### src/hdl/timer_lcd_serial_io_registers_top_defines.svh
// Assertion macros shared by the I/O register block.
// Included by modules that carry concurrent assertions.
`ifndef TIMER_LCD_SERIAL_IO_REGISTERS_TOP_DEFINES_SVH
`define TIMER_LCD_SERIAL_IO_REGISTERS_TOP_DEFINES_SVH
// Implication checked on every clock edge outside reset.
`define TLS_ASSERT_IMP(label, clk, rst_n, a, c) \
  label: assert property (@(posedge clk) disable iff (!rst_n) (a) |-> (c)) \
    else $error("assertion failed");
// Next-cycle implication outside reset.
`define TLS_ASSERT_NXT(label, clk, rst_n, a, c) \
  label: assert property (@(posedge clk) disable iff (!rst_n) (a) |=> (c)) \
    else $error("assertion failed");
`endif

### src/hdl/tlsio_pkg.sv
// Shared types and constants for the I/O register block.
// No dependencies.
package tlsio_pkg;
  localparam logic [1:0] OP_TICK  = 2'd0;
  localparam logic [1:0] OP_READ  = 2'd1;
  localparam logic [1:0] OP_WRITE = 2'd2;

  localparam logic [15:0] A_P1   = 16'hFF00;
  localparam logic [15:0] A_SB   = 16'hFF01;
  localparam logic [15:0] A_SC   = 16'hFF02;
  localparam logic [15:0] A_DIV  = 16'hFF04;
  localparam logic [15:0] A_TIMA = 16'hFF05;
  localparam logic [15:0] A_TMA  = 16'hFF06;
  localparam logic [15:0] A_TAC  = 16'hFF07;
  localparam logic [15:0] A_IF   = 16'hFF0F;
  localparam logic [15:0] A_LCDC = 16'hFF40;
  localparam logic [15:0] A_STAT = 16'hFF41;
  localparam logic [15:0] A_SCY  = 16'hFF42;
  localparam logic [15:0] A_SCX  = 16'hFF43;
  localparam logic [15:0] A_LY   = 16'hFF44;
  localparam logic [15:0] A_LYC  = 16'hFF45;
  localparam logic [15:0] A_BGP  = 16'hFF47;
  localparam logic [15:0] A_OBP0 = 16'hFF48;
  localparam logic [15:0] A_OBP1 = 16'hFF49;
  localparam logic [15:0] A_WY   = 16'hFF4A;
  localparam logic [15:0] A_WX   = 16'hFF4B;
  localparam logic [15:0] A_IE   = 16'hFFFF;

  localparam logic [7:0] LINE_VBLANK = 8'd144;
  localparam logic [7:0] LINE_WRAP   = 8'd154;
  localparam int         MODE2_END   = 80;
  localparam int         MODE3_END   = 252;

  typedef enum logic [2:0] {
    ST_IDLE, ST_EXEC, ST_LINE, ST_SERIAL, ST_OUT
  } tls_state_t;

  // controller to datapath
  typedef struct packed {
    logic load;      // capture input beat
    logic exec;      // timer, divider, register access
    logic line_step; // one line wrap
    logic serial;    // serial countdown and result finish
  } tls_cmd_t;

  // datapath to controller
  typedef struct packed {
    logic line_pending;
  } tls_sts_t;

  function automatic logic [3:0] sel_bit(input logic [1:0] tac);
    case (tac)
      2'd0: sel_bit = 4'd9;
      2'd1: sel_bit = 4'd3;
      2'd2: sel_bit = 4'd5;
      default: sel_bit = 4'd7;
    endcase
  endfunction
endpackage

### src/hdl/tlsio_ctrl.sv
// Sequencer for the I/O register block: load, execute, line wraps, serial, output.
// Depends on tlsio_pkg and timer_lcd_serial_io_registers_top_defines.svh.
`include "timer_lcd_serial_io_registers_top_defines.svh"
module tlsio_ctrl import tlsio_pkg::*; (
  input  logic     clk,
  input  logic     rst_n,
  input  logic     in_valid,
  output logic     in_stall,
  output logic     out_valid,
  input  logic     out_stall,
  input  tls_sts_t sts,
  output tls_cmd_t cmd
);
  tls_state_t state_r, state_nxt;

  // next state
  always_comb begin
    state_nxt = state_r;
    unique case (state_r)
      ST_IDLE:   if (in_valid) state_nxt = ST_EXEC;
      ST_EXEC:   state_nxt = ST_LINE;
      ST_LINE:   if (!sts.line_pending) state_nxt = ST_SERIAL;
      ST_SERIAL: state_nxt = ST_OUT;
      ST_OUT:    if (!out_stall) state_nxt = in_valid ? ST_EXEC : ST_IDLE;
      default:   state_nxt = ST_IDLE;
    endcase
  end

  // outputs
  always_comb begin
    cmd = '0;
    in_stall = 1'b1;
    out_valid = 1'b0;
    unique case (state_r)
      ST_IDLE: begin
        in_stall = 1'b0;
        cmd.load = in_valid;
      end
      ST_EXEC:   cmd.exec = 1'b1;
      ST_LINE:   cmd.line_step = sts.line_pending;
      ST_SERIAL: cmd.serial = 1'b1;
      ST_OUT: begin
        out_valid = 1'b1;
        in_stall = out_stall;
        cmd.load = in_valid && !out_stall;
      end
      default: ;
    endcase
  end

  always_ff @(posedge clk) begin
    if (!rst_n) state_r <= ST_IDLE;
    else state_r <= state_nxt;
  end

  `TLS_ASSERT_IMP(a_load_only_open, clk, rst_n, cmd.load, !in_stall && in_valid)
  `TLS_ASSERT_NXT(a_load_exec, clk, rst_n, cmd.load, state_r == ST_EXEC)
  `TLS_ASSERT_IMP(a_out_no_accept, clk, rst_n, out_valid && out_stall, in_stall)
endmodule

### src/hdl/tlsio_dp.sv
// Datapath: divider, timer, LCD line counter, serial countdown and registers.
// Depends on tlsio_pkg.
module tlsio_dp import tlsio_pkg::*; #(
  parameter int CYCLES_PER_LINE = 456,
  parameter int SERIAL_TRANSFER_CYCLES = 4096
) (
  input  logic       clk,
  input  logic       rst_n,
  input  tls_cmd_t   cmd,
  output tls_sts_t   sts,
  input  logic [1:0] in_op,
  input  logic [15:0] in_addr,
  input  logic [7:0] in_wdata,
  input  logic [9:0] in_cycles,
  output logic [7:0] out_rdata,
  output logic [4:0] out_int_flags,
  output logic       out_serial_start,
  output logic [7:0] out_serial_byte
);
  localparam logic [10:0] CPL = 11'(CYCLES_PER_LINE);

  logic [1:0]  op_r;
  logic [15:0] addr_r;
  logic [7:0]  wdata_r;
  logic [9:0]  cyc_r;
  logic [15:0] div_r;
  logic [7:0]  tima_r, tma_r, ie_r, p1_r, sb_r, sc_r, lcdc_r, stat_r, ly_r, lyc_r;
  logic [2:0]  tac_r;
  logic [4:0]  if_r;
  logic        ser_busy_r;
  logic [13:0] ser_rem_r;
  logic [11:0] lcyc_r;
  logic [7:0]  spw_r [7];
  logic [7:0]  rdata_r, sbyte_r;
  logic        start_r;

  logic [15:0] div_sum;
  logic        fell;
  logic [7:0]  tima_inc;
  logic [7:0]  ly_inc, ly_new;
  logic [1:0]  mode;
  logic [7:0]  rd;
  logic [2:0]  spw_idx;
  logic        spw_hit;
  logic [14:0] ser_diff;
  logic        is_tick, is_wr;

  assign is_tick = (op_r == OP_TICK);
  assign is_wr = (op_r == OP_WRITE);
  assign div_sum = div_r + {6'd0, cyc_r};
  assign tima_inc = tima_r + 8'd1;
  assign sts.line_pending = (lcyc_r >= {1'b0, CPL});
  assign ly_inc = ly_r + 8'd1;
  assign ly_new = (ly_inc >= LINE_WRAP) ? 8'd0 : ly_inc;
  assign ser_diff = {1'b0, ser_rem_r} - {5'd0, cyc_r};

  // timer edge: selected bit falls on a tick, or is set on a DIV write
  always_comb begin
    if (is_tick) fell = div_r[sel_bit(tac_r[1:0])] && !div_sum[sel_bit(tac_r[1:0])];
    else fell = (addr_r == A_DIV) && div_r[sel_bit(tac_r[1:0])];
    fell = fell && tac_r[2] && (is_tick || is_wr);
  end

  // decode palette/scroll addresses
  always_comb begin
    spw_hit = 1'b1;
    spw_idx = 3'd0;
    unique case (addr_r)
      A_SCY:  spw_idx = 3'd0;
      A_SCX:  spw_idx = 3'd1;
      A_BGP:  spw_idx = 3'd2;
      A_OBP0: spw_idx = 3'd3;
      A_OBP1: spw_idx = 3'd4;
      A_WY:   spw_idx = 3'd5;
      A_WX:   spw_idx = 3'd6;
      default: spw_hit = 1'b0;
    endcase
  end

  // read mux
  always_comb begin
    mode = 2'd0;
    if (lcdc_r[7]) begin
      if (ly_r >= LINE_VBLANK) mode = 2'd1;
      else if (lcyc_r < 12'(MODE2_END)) mode = 2'd2;
      else if (lcyc_r < 12'(MODE3_END)) mode = 2'd3;
    end
    if (spw_hit) rd = spw_r[spw_idx];
    else begin
      unique case (addr_r)
        A_IE:   rd = ie_r;
        A_P1:   rd = p1_r | 8'hCF;
        A_SB:   rd = sb_r;
        A_SC:   rd = sc_r | 8'h7E;
        A_DIV:  rd = div_r[15:8];
        A_TIMA: rd = tima_r;
        A_TMA:  rd = tma_r;
        A_TAC:  rd = {5'h1F, tac_r};
        A_IF:   rd = {3'h7, if_r};
        A_LCDC: rd = lcdc_r;
        A_STAT: rd = (stat_r & 8'hFC) | {6'd0, mode} | 8'h80;
        A_LY:   rd = ly_r;
        A_LYC:  rd = lyc_r;
        default: rd = 8'hFF;
      endcase
    end
  end

  // capture input beat
  always_ff @(posedge clk) begin
    if (cmd.load) begin
      op_r <= in_op;
      addr_r <= in_addr;
      wdata_r <= in_wdata;
      cyc_r <= in_cycles;
    end
  end

  // architectural state
  always_ff @(posedge clk) begin
    if (!rst_n) begin
      div_r <= '0; tima_r <= '0; tma_r <= '0; tac_r <= '0; if_r <= '0;
      ie_r <= '0; p1_r <= '0; sb_r <= '0; sc_r <= '0; ser_busy_r <= 1'b0;
      ser_rem_r <= '0; lcdc_r <= '0; stat_r <= '0; ly_r <= '0; lyc_r <= '0;
      lcyc_r <= '0; start_r <= 1'b0; rdata_r <= '0; sbyte_r <= '0;
      for (int i = 0; i < 7; i++) spw_r[i] <= '0;
    end else begin
      if (cmd.exec) begin
        rdata_r <= (op_r == OP_READ) ? rd : 8'd0;
        start_r <= 1'b0;
        sbyte_r <= 8'd0;
        if (fell) begin
          if (tima_inc == 8'd0) begin
            tima_r <= tma_r;
            if_r[2] <= 1'b1;
          end else tima_r <= tima_inc;
        end
        if (is_tick) begin
          div_r <= div_sum;
          if (lcdc_r[7]) lcyc_r <= lcyc_r + {2'd0, cyc_r};
        end
        if (is_wr) begin
          if (spw_hit) spw_r[spw_idx] <= wdata_r;
          else begin
            case (addr_r)
              A_IE: ie_r <= wdata_r;
              A_P1: p1_r <= wdata_r & 8'h30;
              A_SB: sb_r <= wdata_r;
              A_SC: begin
                sc_r <= wdata_r;
                if (wdata_r[7] && wdata_r[0]) begin
                  ser_busy_r <= 1'b1;
                  ser_rem_r <= 14'(SERIAL_TRANSFER_CYCLES);
                  start_r <= 1'b1;
                  sbyte_r <= sb_r;
                end
              end
              A_DIV:  div_r <= '0;
              A_TIMA: if (!fell) tima_r <= wdata_r;
              A_TMA:  tma_r <= wdata_r;
              A_TAC:  tac_r <= wdata_r[2:0];
              A_IF:   if_r <= wdata_r[4:0];
              A_LCDC: begin
                if (lcdc_r[7] && !wdata_r[7]) begin
                  ly_r <= '0;
                  lcyc_r <= '0;
                end
                lcdc_r <= wdata_r;
              end
              A_STAT: stat_r <= (wdata_r & 8'h78) | (stat_r & 8'h07);
              A_LYC:  lyc_r <= wdata_r;
              default: ;
            endcase
          end
        end
      end
      // advance one line
      if (cmd.line_step) begin
        lcyc_r <= lcyc_r - {1'b0, CPL};
        ly_r <= ly_new;
        if (ly_inc == LINE_VBLANK) if_r[0] <= 1'b1;
        stat_r[2] <= (ly_new == lyc_r);
        if ((ly_new == lyc_r) && stat_r[6]) if_r[1] <= 1'b1;
      end
      // serial countdown
      if (cmd.serial && is_tick && ser_busy_r) begin
        if (ser_diff[14]) begin
          ser_busy_r <= 1'b0;
          sc_r[7] <= 1'b0;
          if_r[3] <= 1'b1;
        end else ser_rem_r <= ser_diff[13:0];
      end
    end
  end

  assign out_rdata = rdata_r;
  assign out_int_flags = if_r;
  assign out_serial_start = start_r;
  assign out_serial_byte = sbyte_r;
endmodule

### src/hdl/timer_lcd_serial_io_registers_top.sv
// Top level of the I/O register block: divider/timer, LCD line, serial, IRQ.
// Depends on tlsio_pkg, tlsio_ctrl and tlsio_dp.
//
// Usage: one input channel (in_valid/in_stall) carries op, addr, wdata and
// cycles; one output channel (out_valid/out_stall) returns rdata, int_flags,
// serial_start and serial_byte, one result beat per input beat, in order.
// For reads, writes and ticks with no line wrap, an item passes after its
// input beat through execute, line check, serial countdown and output. Each
// LCD line wrap in a tick is taken one wrap at a time by the shared line-step
// unit in the line-check state (up to three wraps).
// The next input beat is taken in the same cycle the result beat leaves,
// so no new item is taken before the last one's result beat has left.
// Synchronous active-low reset clears all state registers but the input
// capture registers; the serial countdown resets idle. While the receiver
// stalls, the result holds and no new input beat is taken.
module timer_lcd_serial_io_registers_top import tlsio_pkg::*; #(
  parameter int CYCLES_PER_LINE = 456,
  parameter int SERIAL_TRANSFER_CYCLES = 4096
) (
  input  logic        clk,
  input  logic        rst_n,
  input  logic        in_valid,
  output logic        in_stall,
  input  logic [1:0]  in_op,
  input  logic [15:0] in_addr,
  input  logic [7:0]  in_wdata,
  input  logic [9:0]  in_cycles,
  output logic        out_valid,
  input  logic        out_stall,
  output logic [7:0]  out_rdata,
  output logic [4:0]  out_int_flags,
  output logic        out_serial_start,
  output logic [7:0]  out_serial_byte
);
  tls_cmd_t cmd;
  tls_sts_t sts;

  tlsio_ctrl u_ctrl (
    .clk, .rst_n, .in_valid, .in_stall, .out_valid, .out_stall, .sts, .cmd
  );

  tlsio_dp #(
    .CYCLES_PER_LINE(CYCLES_PER_LINE),
    .SERIAL_TRANSFER_CYCLES(SERIAL_TRANSFER_CYCLES)
  ) u_dp (
    .clk, .rst_n, .cmd, .sts, .in_op, .in_addr, .in_wdata, .in_cycles,
    .out_rdata, .out_int_flags, .out_serial_start, .out_serial_byte
  );
endmodule

### config.mk
export PLATFORM = sky130hd
export DESIGN_NAME = timer_lcd_serial_io_registers_top
export DESIGN_NICKNAME = d
export VERILOG_FILES = /design/src/hdl/tlsio_pkg.sv /design/src/hdl/tlsio_ctrl.sv /design/src/hdl/tlsio_dp.sv /design/src/hdl/timer_lcd_serial_io_registers_top.sv
export VERILOG_INCLUDE_DIRS = /design/src /design/src/hdl
export SDC_FILE = /design/constraint.sdc
export NUM_CORES = 1
export LEC_CHECK = 0
export ABC_CLOCK_PERIOD_IN_PS = 8600
export BUFFER_PORTS_ARGS = -buffer_cell sky130_fd_sc_hd__buf_2
export CORE_MARGIN = 2
export CORE_UTILIZATION = 60
export CTS_CLUSTER_SIZE = 16
export DETAILED_ROUTE_END_ITERATION = 10
export PLACE_DENSITY = 0.85
export RECOVER_POWER = 100
export SLEW_MARGIN = 20
export SYNTH_ARGS = -nofsm -noshare
export SYNTH_HDL_FRONTEND = slang
export SYNTH_SLANG_ARGS = --single-unit
### constraint.sdc
create_clock -name clk -period 8.6 [get_ports clk]
set_input_delay 1.72 -clock clk [delete_from_list [all_inputs] [get_ports clk]]
set_output_delay 1.72 -clock clk [all_outputs]
set_load 0.1 [all_outputs]
# --- Yosys cells after proc, flatten, opt, wreduce, memory -nomap -nowiden ---
# Memory sizes are Yosys's and may differ from the RTL's.
# Index checks and enable logic that the tools add are counted.
classes:
  n_addsub: 6
  n_lt_le_gt_ge: 7
  n_eq_ne: 34
  mux: 108
  n_bitwise: 3
  n_reduce_logical: 38
op_table:
  columns: ["op", "count"]
  rows:
  - ["equality test 16 bit (second input constant)", 20]
  - ["2-to-1 mux 8 bit", 24]
  - ["case mux 8 bit (13 select lines)", 1]
  - ["2-to-1 mux 14 bit", 7]
  - ["2-to-1 mux 12 bit", 8]
  - ["2-to-1 mux 16 bit", 4]
  - ["AND reduction 4 bit", 11]
  - ["2-to-1 mux 1 bit", 37]
  - ["2-to-1 mux 3 bit", 8]
  - ["2-to-1 mux 4 bit", 6]
  - ["case mux 3 bit (6 select lines)", 1]
  - ["adder 16 x 10 -> 16 bit", 1]
  - ["adder 8 x 1 -> 8 bit (second input constant)", 2]
  - ["greater-or-equal comparator 8 bit (second input constant)", 2]
  - ["case mux 3 bit (5 select lines)", 1]
  - ["subtractor 14 x 10 -> 15 bit", 1]
  - ["adder 12 x 10 -> 12 bit", 1]
  - ["binary-select mux 1 bit (select 4 bit)", 3]
  - ["greater-or-equal comparator 12 x 9 -> 1 bit (second input constant)", 1]
  - ["less-than comparator 12 x 7 -> 1 bit (second input constant)", 1]
  - ["less-than comparator 12 x 8 -> 1 bit (second input constant)", 1]
  - ["case mux 4 bit (3 select lines)", 1]
  - ["subtractor 12 x 9 -> 12 bit (second input constant)", 1]
  - ["logical AND 1 bit", 10]
  - ["24 further kinds", 43]
word_totals:
  ff_bits: 180
  mem_bits_rw: 56
  wordCells: 225
  memories: 1
memory_table:
  columns: ["memory", "depth", "word_bits", "read_ports", "rd_ports_with_merged_regs", "wr", "line", "text"]
  rows:
  - ["u_dp.spw_r", 7, 8, 1, 0, 7, "tlsio_dp.sv:33", "logic [7:0] spw_r [7];"]

# --- Depth between registers and ports, before layout ---
# Gate-level depths: netlist of run 1.
depth:
  ltp_word: 17
  ltp_mapped: 12

# --- Hierarchy ---
# Synthesis of run 1 repeated with hierarchy kept, for this count alone.
unflattened:
  hier_cells: 1382
  area_unflattened_um2: 12668.4
modules_own_cells:
  columns: ["module", "instances", "cells_each", "area_per_inst_um2", "seq_area_each_um2"]
  rows:
  - ["tlsio_dp", 1, 1361, 12494.5, 5585.4]
  - ["tlsio_ctrl", 1, 21, 173.9, 60.1]

# --- Worst setup path after synthesis of run 1 ---
# OpenSTA, ideal clock, no wires.
synth_path:
  path_type: "register to output"
  from: "reg u_ctrl.state_r[2]"
  to: "out out_valid"
  arrival_ps: 2769
  setup_slack_ps: 4111
  stages_incl_launch_ff: 3
  n_path_buf: 1
  cell_sequence: "dfxtp_1 clkbuf_1 nor3b_1"
synth_via:
  elab_chain_len: 2
synth_rtl:
  columns: ["element", "line", "text"]
  rows:
  - ["start: declaration", "tlsio_ctrl.sv:14", "tls_state_t state_r, state_nxt;"]
  - ["start signal: assignment", "tlsio_ctrl.sv:53", "else state_r <= state_nxt;"]
  - ["equality test 3 bit", "tlsio_ctrl.sv:34", "unique case (state_r)"]
  - ["2-to-1 mux 1 bit", "tlsio_ctrl.sv:34", null]
  - ["end: declaration", "timer_lcd_serial_io_registers_top.sv:28", "output logic out_valid,"]
# Every way passes these cells.

==> results of run 1 <==
==> cells by family after synthesis <==
logic type | synth area share
mux | 0.0551
xor+xnor | 0.0319
fa+ha+maj | 0.0404
flops | 0.447
compound gates | 0.170
buf+inv | 0.0386
simple gates | 0.217
other cells | 0.000297
==> through the flow <==
stage	setup WS (ns)	hold slack [ns]	power (mW)	area, um^2	util
4_1_cts	4.41	0.452	2.50	13900	0.667
3_5_place_dp	4.41	0.443	1.46	13100	0.628
2_1_floorplan	4.11	0.432	1.40	12700	-
6_report	3.24	0.455	2.50	13800	0.664
5_1_grt	2.80	0.468	2.57	13800	0.664
3_3_place_gp	4.42	0.448	1.46	13100	0.628
==> layout make-up <==
type | count | share of cell area
multi-input combinational | 993 | 0.472
tap | 275 | 0.0249
inverter | 45 | 0.0122
clock buffer | 29 | 0.0470
clock inverter | 15 | 0.0112
timing repair buffer | 73 | 0.0245
sequential | 236 | 0.408
==> flip-flops by register name, summed over array words and instances (netlist names), 10 cells and up <==
signal / cells
u_dp.spw_r: 64
u_dp.addr_r: 16
u_dp.div_r: 16
u_dp.ser_rem_r: 14
u_dp.lcyc_r: 12
u_dp.cyc_r: 10
==> layout by cell type (no fill, tap or decap), drive strengths merged, types with 6 or more instances in the layout <==
master / n
nand4: 17
mux2i: 56
nor3: 37
dfxtp: 144
o211ai: 8
a32o: 8
nor2: 90
mux2: 10
nand2: 138
a21oi: 55
a22oi: 39
clkinv: 7
or3: 12
o21a: 11
a211oi: 7
inv: 47
edfxtp: 92
clkbuf: 64
o21ai: 54
ha: 36
a221oi: 15
a31oi: 11
a21boi: 41
a21o: 6
nand2b: 19
nor4: 13
nor2b: 65
xnor2: 33
and2: 24
and3: 24
conb: 8
buf: 38
xor2: 13
nand3: 60
==> per-layer routing <==
metal,up-vias,share of wire,GRT usage
met5,-,0,0
met4,0,0.032,0.0938
met3,87,0.089,0.0450
met2,519,0.47,0.491
met1,5033,0.41,0.400
li1,4954,-,-
==> critical path, cell delays in order <==
cell and delay (ns):
sky130_fd_sc_hd__buf_4 0.40, sky130_fd_sc_hd__clkbuf_1 2.35, sky130_fd_sc_hd__nand2_1 0.89
==> synth_stat cells, types with 33 or more instances <==
master	n
sky130_fd_sc_hd__edfxtp_1	92
sky130_fd_sc_hd__o21ai_0	50
sky130_fd_sc_hd__mux2i_1	56
sky130_fd_sc_hd__nor2b_1	65
sky130_fd_sc_hd__nor2_1	90
sky130_fd_sc_hd__nand3_1	60
sky130_fd_sc_hd__xnor2_1	33
sky130_fd_sc_hd__a22oi_1	39
sky130_fd_sc_hd__inv_1	45
sky130_fd_sc_hd__nor3_1	34
sky130_fd_sc_hd__dfxtp_1	144
sky130_fd_sc_hd__nand2_1	138
sky130_fd_sc_hd__ha_1	36
sky130_fd_sc_hd__a21boi_0	41
sky130_fd_sc_hd__a21oi_1	53
sky130_fd_sc_hd__clkbuf_1	58
==> worst paths after layout <==
kind | endpoint | depth (start not counted) | slack (ns)
setup / recovery | u_dp.spw_r[3][5] | 3 | 3.24
hold / removal | u_dp.sc_r[7] | 2 | 0.46
setup reg to reg | u_dp.ser_rem_r[13] | 7 | 4.00
hold reg to reg | u_dp.sc_r[7] | 2 | 0.46
==> power breakdown <==
group / switching [mW] / internal (mW)
Clock: 0.450 / 0.604
Combinational: 0.131 / 0.0669
Sequential: 0.0453 / 1.20
==> reports/summary.md, run 1 <==
Number of hold violations in the final report: 0. The clock transition at the registers of the reported paths is 0.06 ns. Counting flops and latches in the post-synthesis netlist gives 236.

The logs give 0.0239 ns for the worst setup skew after layout and 0.54 ns for the clock network latency to the later pin of the worst-skew pair. The run gives 0.296 as the overall global routing resource usage. The tools report the number of antenna violations at the first check in global routing as 0. The routed wire length was 33.1 mm. Relative to the synthesized area, the layout overhead comes to 9.43%.

Setup violations remaining at the end of the flow were counted as 0. The worst hold path begins at u_dp.sc_r[7]. The tree is rooted in a sky130_fd_sc_hd__clkbuf_16.

The share of the clock period used by the worst path works out to 0.623. The synthesized design contains 92 enable-type register cells. The cell area that synthesis handed to floorplanning was 12600 um^2.

Setup total negative slack on the finished layout was measured at 0 ns. For the I/O pin total, the log shows 64. Arrival time of data at the critical path endpoint: 5.37 ns. Of all nets on the critical path, the largest fanout is 86.

Excluding fillers, the count of instances in the completed layout stands at 1666. Static timing analysis puts the maximum clock frequency at 187 MHz. The synthesized area per cell works out to 9.40 um^2. The cell total after placement came out at 1621.

Ranked by total cell area, the synthesized netlist is headed by sky130_fd_sc_hd__dfxtp_1 (23%), sky130_fd_sc_hd__edfxtp_1 (22%), sky130_fd_sc_hd__mux2i_1 (4.4%), sky130_fd_sc_hd__nand2_1 (4.1%), sky130_fd_sc_hd__ha_1 (3.6%). The largest total area in the synthesized netlist belongs to sky130_fd_sc_hd__dfxtp_1. The min-delay analysis places its worst path in the category flop to flop. Routability-driven placement finished with a final weighted congestion of 1.00. Detailed placement finished with a half-perimeter wire length of 23.0 mm.

The final-report max-slew violation count is 87, and the post-CTS repair timing setup buffer count is 0. TritonCTS created 24 clock buffers. The count of input and output buffers is 63, and the mean number of vias per cell is 6.36. The die area was 22200 um^2. The worst register-to-register path begins at u_dp.addr_r[2]. The ratio of cells with drive above 1 in the final layout came out at 0.0784. The CTS H-tree depth was 1. The count of cell types in the netlist was 83.

The number of antenna cells inserted was 0. The capturing element type of the critical path is a flop. The count of clock tree sinks is 236. IR analysis of the VDD net gives a maximum drop of 0.170 mV. The core region area was 20800 um^2; the wire length of the first global-routing pass was 52.6 mm. Setup repair after global routing left no endpoint under its margin. The startpoint type of the worst setup path was an input pin. The floorplan step set the die height to 149 um.

The tools report the proportion of synthesized chip area in sequential cells as 0.447. The area fraction of the dominant cell type after synthesis is 0.228, and the count of instances resized after the clock tree is built is 0. After detailed routing, the average wire length per cell comes to 19.9 um.

Net count reported at finish: 1452. The via count of the first global-routing pass was 9922. The path type of the worst setup path is input pin to flop. Number of maximum-capacitance constraint violations: 1. The count of warnings emitted by yosys is 0. TritonCTS built the clock tree. Summing over every cut layer, the via total after detailed routing is 10600.

The flow ran to the end, but the final reports show violations. The detailed router finished its first iteration with 1267 violations. The logs give 0.607 for the starting density of the core and 0 for the total global routing overflow. Required arrival time at the worst endpoint: 8.62 ns. The tools report the number of filler cells placed in the layout as 1675. The predominant post-synthesis flop cell was sky130_fd_sc_hd__dfxtp_1.

The run gives 5650 um^2 as the total area of sequential cells. The multi-input combinational cells in the finished layout cover a total of 6520 um^2. The clock passes through at most 3 buffers. For this design, the CTS-stage hold fixing added 0 buffers.

The logs give 1344 for the synthesized netlist cell count and 0 for the final antenna-violating net count. After detailed routing, the number of remaining DRC violations is 0. The worst relative slew slack was -1.18; the overall die width was 149 um. The first element of the critical path was rst_n.

Entering global routing, the biggest net connects 87 pins. The floorplan has 53 rows. The final reports fail on max-capacitance violations, max-slew violations.

The ratio of total power to cell area works out to 181 nW/um^2. The fraction of registers with async set/reset is 0, and the time the final worst path needs with I/O delays and setup is 5.36 ns. First-pass detailed-route iteration total: 9. The analysis attributes to cell leakage a power of 4.87 nW.

At the pin with the least slew margin, the transition time is 3.28 ns.
(Power assumes the default switching activity.)
==> inputs of run 2 (changes only) <==
--- a/config.mk
+++ b/config.mk
@@ -6,13 +6,13 @@
 export SDC_FILE = /design/constraint.sdc
 export NUM_CORES = 1
 export LEC_CHECK = 0
-export ABC_CLOCK_PERIOD_IN_PS = 8600
+export ABC_CLOCK_PERIOD_IN_PS = 4700
 export BUFFER_PORTS_ARGS = -buffer_cell sky130_fd_sc_hd__buf_2
 export CORE_MARGIN = 2
-export CORE_UTILIZATION = 60
+export CORE_UTILIZATION = 56
 export CTS_CLUSTER_SIZE = 16
 export DETAILED_ROUTE_END_ITERATION = 10
-export PLACE_DENSITY = 0.85
+export PLACE_DENSITY = 0.84
 export RECOVER_POWER = 100
 export SLEW_MARGIN = 20
 export SYNTH_ARGS = -nofsm -noshare
==> constraint.sdc (replaced) <==
create_clock -name clk -period 4.7 [get_ports clk]
set_input_delay 0.94 -clock clk [delete_from_list [all_inputs] [get_ports clk]]
set_output_delay 0.94 -clock clk [all_outputs]
set_load 0.1 [all_outputs]
==> reports/summary.md, run 2 (synthesis gave the netlist of run 1 again) <==
The number of cells on the worst reg-to-reg path was 7. The worst path in the final design needs a cycle of 3.98 ns, including I/O delays and setup. The count of nets left with antenna violations once routing finished came out at 0. Critical path's top delay family: simple AND/OR/NAND/NOR gates. For the number of buffers between clock root and the deepest sink, the log shows 3.

In this design, the critical path's most frequently occurring cell is sky130_fd_sc_hd__nor3_1. The worst hold path terminates at u_dp.lcdc_r[5]. The logs give 0.283 mV for the largest voltage drop on the vdd net and 10600 for the via total after detailed routing.

In the layout the commonest cells are sky130_fd_sc_hd__dfxtp_1 (144), sky130_fd_sc_hd__nand2_1 (138), sky130_fd_sc_hd__edfxtp_1 (92). The post-CTS repair timing setup buffer count was 0. Hold buffer count at cts: 0. On the critical path, the stage with the largest delay is an instance of sky130_fd_sc_hd__and2_0.

The ratio of total power to cell area was 341 nW/um^2; the routed wire length was 33.1 mm. For the count of instances resized after the clock tree is built, the log shows 0. STA classifies the critical path startpoint as a flop.

The number of clock buffers added by TritonCTS is 26. The start point of the worst min-delay path is u_dp.lcdc_r[5]. The worst register-to-register path begins at u_dp.addr_r[7]. The number of hold violations in the final report came out at 0.

The total leakage power is 4.92 nW. The total overflow left after global routing is 0. The register with the most flip-flops in the layout has 64 of them. TritonCTS built the clock tree. In this design, the stage delay of the slowest critical-path cell is 0.63 ns. The worst setup slack for register-to-register paths is 0.72 ns, and the worst relative slew slack is -0.350. Entering global routing, the biggest net connects 100 pins.

Overall global routing resource usage: 0.276. The required arrival time at the worst endpoint was 4.90 ns. The critical path contains buffers and inverters numbering 0 combined.

The first global-routing pass estimated 53.0 mm of wire. Clock-pin slew was measured on the worst setup and hold paths at 0.06 ns. Setup repair after global routing left no endpoint under its margin. The worst setup skew after layout is 0.0201 ns, and the mean number of vias per cell is 6.32. The number of instances on the worst hold path is 2, and the CTS H-tree depth is 1.

The overall die width is 154 um, and the average detailed-routed wire length per instance is 19.7 um. For the core region area, the log shows 22000 um^2. u_dp.spw_r holds more flip-flops than any other register.

The capturing element type of the critical path was a flop. The library cell used most frequently in the layout, excluding fill and tap cells, is sky130_fd_sc_hd__dfxtp_1. The via count of the first global-routing pass came out at 10200. The first-pass detailed-route iteration total came out at 6. Traced cell by cell, the critical path runs through or4b_1, nor3_1, and2_0, and3_1, nand2_1, nor3_1, nand2b_1.

Of all nets on the critical path, the largest fanout is 13. Fill cells in the final layout number 1788. The critical path is of the flop to flop type. At the pin with the least slew margin, the transition time is 2.02 ns.

Number of antenna violations at the first check in global routing: 0. After detailed routing, the number of remaining DRC violations is 0. Vertical extent of the die: 154 um.

The run gives 63 as the final-report max-slew violation count. After the last flow step, the layout net total stands at 1456. For this block, the initial DRC count from the detailed router was 1077. The final reports fail on max-capacitance violations, max-slew violations.

At the end of routability-driven placement, the weighted congestion stood at 0.963. The later pin in the worst-skew pair is clocked with a latency of 0.54 ns. For the final routed database, the setup TNS stands at 0 ns. Compared with the post-synthesis result, the final layout area differs by 10.2%. The ratio of cells with drive above 1 in the final layout is 0.0817. The tools report the end of the worst register-to-register path as u_dp.spw_r[4][0]. For the placed standard-cell area, the log shows 13100 um^2. The run gives 236 as the count of clock tree sinks. The flow ran to the end, but the final reports show violations.

The floorplan has 54 rows. The path class of the tightest hold or removal check is flop to flop. The die area came out at 23800 um^2. Cell chosen for the clock root: sky130_fd_sc_hd__clkbuf_16. The number of maximum-capacitance constraint violations is 2, and the maximum clock rate is 251 MHz. The count of input and output buffers came out at 63.

After routing the design area is 13900 um^2. The arrival time of data at the critical path endpoint is 4.18 ns, and the share of the clock period used by the worst path is 0.847. Setup violations remaining at the end of the flow were counted as 0. The starting density of the core is 0.575, and the I/O pin total is 64.

The repair_antennas step left the layout with diodes totalling 0. The tools report the placed wire-length estimate as 23.0 mm. In the final layout, the registers with the most flip-flops are u_dp.spw_r: 64 flops, u_dp.addr_r: 16 flops, u_dp.div_r: 16 flops.
==> run 2: tightest hold or removal path, cell delays in order, from the launching register on <==
cell and delay (ns):
sky130_fd_sc_hd__dfxtp_1 0.31, sky130_fd_sc_hd__nand2_1 0.05, sky130_fd_sc_hd__a21boi_0 0.06
==> run 2: how the worst max path moves through the flow <==
stage                                 start               end  slack [ns]  cells after the start
after floorplan           u_ctrl.state_r[2]         out_valid        0.99                      2
after global placement       u_dp.addr_r[7]  u_dp.spw_r[4][2]        1.36                      7
after detailed placement     u_dp.addr_r[7]  u_dp.spw_r[4][2]        1.10                      7
after CTS                    u_dp.addr_r[7]  u_dp.spw_r[4][4]        1.09                      7
after global routing         u_dp.addr_r[7]  u_dp.spw_r[4][6]        0.37                      7
final                        u_dp.addr_r[7]  u_dp.spw_r[4][0]        0.72                      7
==> run 2: cell type report <==
class | count | area (um^2) | area share
clock inverter | 11 | 116 | 0.00836
sequential | 236 | 5650 | 0.406
multi-input combinational | 993 | 6500 | 0.467
clock buffer | 36 | 790 | 0.0567
inverter | 45 | 169 | 0.0121
tap | 280 | 350 | 0.0252
timing repair buffer | 75 | 345 | 0.0248
==> run 2: where the power goes <==
part	total (mW)	switching (mW)	internal (mW)
clock network	2.11	0.832	1.28
registers	2.28	0.0820	2.19
logic	0.357	0.237	0.120
==> run 2: through the flow <==
stage / std cells / util / power, mW / hold slack (ns) / worst slack, ns
6_report: 1676 / 0.634 / 4.75 / 0.469 / 0.719
5_1_grt: 1676 / 0.634 / 4.87 / 0.487 / 0.369
4_1_cts: 1675 / 0.638 / 4.76 / 0.464 / 1.09
3_5_place_dp: 1628 / 0.597 / 2.67 / 0.450 / 1.10
3_3_place_gp: 1628 / 0.597 / 2.66 / 0.451 / 1.36
2_1_floorplan: 1351 / - / 2.55 / 0.432 / 0.991
==> run 2: layer usage <==
layer | track usage | routed length [um] | vias to the layer above
met1 | 0.361 | 13300 | 5024
met4 | 0.111 | 1400 | 0
met3 | 0.0384 | 2600 | 104
met2 | 0.466 | 15700 | 505
li1 | - | - | 4956
met5 | 0 | 0 | -
==> inputs of run 3 (changes only) <==
--- a/config.mk
+++ b/config.mk
@@ -6,7 +6,7 @@
 export SDC_FILE = /design/constraint.sdc
 export NUM_CORES = 1
 export LEC_CHECK = 0
-export ABC_CLOCK_PERIOD_IN_PS = 4700
+export ABC_CLOCK_PERIOD_IN_PS = 3600
 export BUFFER_PORTS_ARGS = -buffer_cell sky130_fd_sc_hd__buf_2
 export CORE_MARGIN = 2
 export CORE_UTILIZATION = 56
==> constraint.sdc (replaced) <==
create_clock -name clk -period 3.6 [get_ports clk]
set_input_delay 0.72 -clock clk [delete_from_list [all_inputs] [get_ports clk]]
set_output_delay 0.72 -clock clk [all_outputs]
set_load 0.1 [all_outputs]
==> reports/summary.md, run 3 (synthesis gave the netlist of run 1 again) <==
The run finished, with violations left. The final reports fail on max-capacitance violations, max-slew violations. Between clock sinks in the finished design, the worst skew comes to 0.0145 ns.

The worst setup path is launched from a flop. The number of antenna violations at the first check in global routing was 0; the share of the clock period used by the worst path was 0.928. The congestion estimate from routability-driven global placement came to 0.968. Count of instances resized after the clock tree is built: 0. Setup repair after global routing left no endpoint under its margin. Summing all flip-flop and latch instances after layout gives 5650 um^2. STA puts the critical path data required time at 4.01 ns. The critical path goes through or4b_1, nand2b_2, nor4_4, clkbuf_1, and4b_1, a21oi_1, a21o_1, a21oi_1, nor2b_1. 64 I/O pins were placed.

The number of hold violations in the final report was 0; the maximum clock rate was 299 MHz. The ratio of total power to cell area came out at 438 nW/um^2. In this run the static leakage power is 5.02 nW. Final-report max-slew violation count: 22.

At the end of the flow, the number of nets in the layout was 1477. The placed wire-length estimate was 23.6 mm. The vertical extent of the die is 154 um. The tools report the number of filler cells placed in the layout as 1766. The first detailed-routing pass ran for 8 iterations. For this run the aggregate overflow at the end of global routing stands at 0. In this run the remaining antenna-violating nets after routing total 0. The cell repeated most along the worst path is sky130_fd_sc_hd__a21oi_1. No sink is reached through more buffers than the 3 on the longest clock path. The average detailed-routed wire length per instance is 19.7 um, and the flip-flop count of the largest register, all copies and words added is 64. The library cells used most frequently in the layout, excluding fill and tap cells, are sky130_fd_sc_hd__dfxtp_1 (144), sky130_fd_sc_hd__nand2_1 (138), sky130_fd_sc_hd__edfxtp_1 (92). The cell chosen for the clock root was sky130_fd_sc_hd__clkbuf_16. The ratio of cells with drive above 1 in the final layout was 0.0926. In this run the horizontal extent of the chip is 154 um. The most flop-heavy register was u_dp.spw_r. For the worst-skew pair, the clock arrives at the later sink with an insertion delay of 0.53 ns. In this run, post-CTS hold repair placed 0 buffers. Prior to clock tree synthesis, the placed netlist has a worst setup slack of 0.406 ns. After floorplanning, the core was divided into 54 placement rows.

The kind of path behind the tightest hold check is input pin to flop. For the pin with the worst max-slew slack, the measured transition is 1.72 ns. Post-CTS repair timing setup buffer count: 0. The tools report the starting density of the core as 0.575. For this run, design rule violations remaining after detail routing come to 0.

Clock-pin slew was measured on the worst setup and hold paths at 0.06 ns. The die covers 23800 um^2. At the worst endpoint, the arrival time is 3.75 ns. The detailed router placed 10700 vias in this run.

TritonCTS built the clock tree. The number of failing setup endpoints in the final timing report is 0. The logs give 10200 for the via count of the first global-routing pass and 53.2 mm for the wire length of the first global-routing pass. Count of input and output buffers: 63. The number of antenna cells inserted was 0.

The commonest non-fill, non-tap cell in the layout was sky130_fd_sc_hd__dfxtp_1. The worst relative slew slack was -0.150; the non-filler instance count after layout was 1695. The routed design has 33.4 mm of wire. Across the VDD grid, the largest voltage drop is 0.348 mV. In this run, CTS created clock tree buffers numbering 25.

For the sum of negative setup slack, the log shows 0 ns. The worst setup path is of the flop to flop kind. The multi-input combinational cell area was 6500 um^2. The area growth from synthesis to layout was 11.2%. The largest registers in the layout are u_dp.spw_r: 64 flops, u_dp.addr_r: 16 flops, u_dp.div_r: 16 flops.

For the maximum number of pins on one net before global-route repair, the log shows 71. The logs give 1 for the CTS H-tree depth and 1 for the number of maximum-capacitance constraint violations. Subtracting the final worst setup slack from the clock period gives 3.34 ns. Overall global routing resource usage: 0.278. STA classifies the critical path endpoint as a flop. The clock drives 236 sinks.

Counting tap cells, the placed design contains a total of 1651 instances. After detailed routing, the number of vias per cell comes to 6.31. For this block, the initial DRC count from the detailed router was 1260. After layout, the worst setup slack is 0.259 ns.

The total area inside the core boundary comes to 22000 um^2. For this run, the slowest stage of the critical path takes 0.64 ns. The largest individual stage delay along the critical path comes from the cell sky130_fd_sc_hd__clkbuf_1. The maximum fanout along the worst path came out at 17.
-- run 3: final cells by class --
| type | count | share of cell area |
|---|---|---|
| Multi-Input combinational cell | 993 | 0.463 |
| Sequential cell | 236 | 0.402 |
| Clock buffer | 34 | 0.0528 |
| Timing Repair Buffer | 97 | 0.0362 |
| Tap cell | 280 | 0.0250 |
| Inverter | 45 | 0.0120 |
| Clock inverter | 10 | 0.00927 |
-- run 3: final timing paths --
check | depth (start not counted) | from | slack, ns | end
setup reg to reg | 9 | u_dp.addr_r[7] | 0.26 | u_dp.ly_r[6]
setup / recovery | 9 | u_dp.addr_r[7] | 0.26 | u_dp.ly_r[6]
hold reg to reg | 2 | u_dp.sc_r[0] | 0.47 | u_dp.sc_r[0]
hold / removal | 1 | in_addr[2] | 0.37 | u_dp.addr_r[2]
-- run 3: power by group --
| part | total [mW] | switching [mW] | leakage [nW] | internal, mW |
|---|---|---|---|---|
| combinational | 0.480 | 0.316 | 2.51 | 0.165 |
| sequential | 2.97 | 0.102 | 2.07 | 2.86 |
| clock | 2.71 | 1.05 | 0.429 | 1.65 |
-- run 3: worst max-delay path, delay by kind of cell (launching register included) --
kind                   cells  cell delay (ns)
AO/OA/AOI/OAI              3             0.67
AND/OR/NAND/NOR            5             1.50
buffers and inverters      1             0.64
flip-flops                 1             0.40
-- run 3: per-layer routing --
layer | global-route usage | part of all wire | vias up
met3 | 0.0479 | 0.085 | 128
li1 | - | - | 5003
met2 | 0.462 | 0.47 | 517
met4 | 0.129 | 0.048 | 0
met5 | 0 | 0 | -
met1 | 0.356 | 0.40 | 5053
-- run 3: through the flow --
step	hold WS [ns]	area, um^2	power [mW]	util
2_1_floorplan	0.432	12700	3.33	-
3_3_place_gp	0.438	13300	3.49	0.605
3_5_place_dp	0.447	13300	3.50	0.605
4_1_cts	0.358	14100	6.17	0.644
5_1_grt	0.352	14000	6.33	0.639
6_report	0.367	14000	6.15	0.639
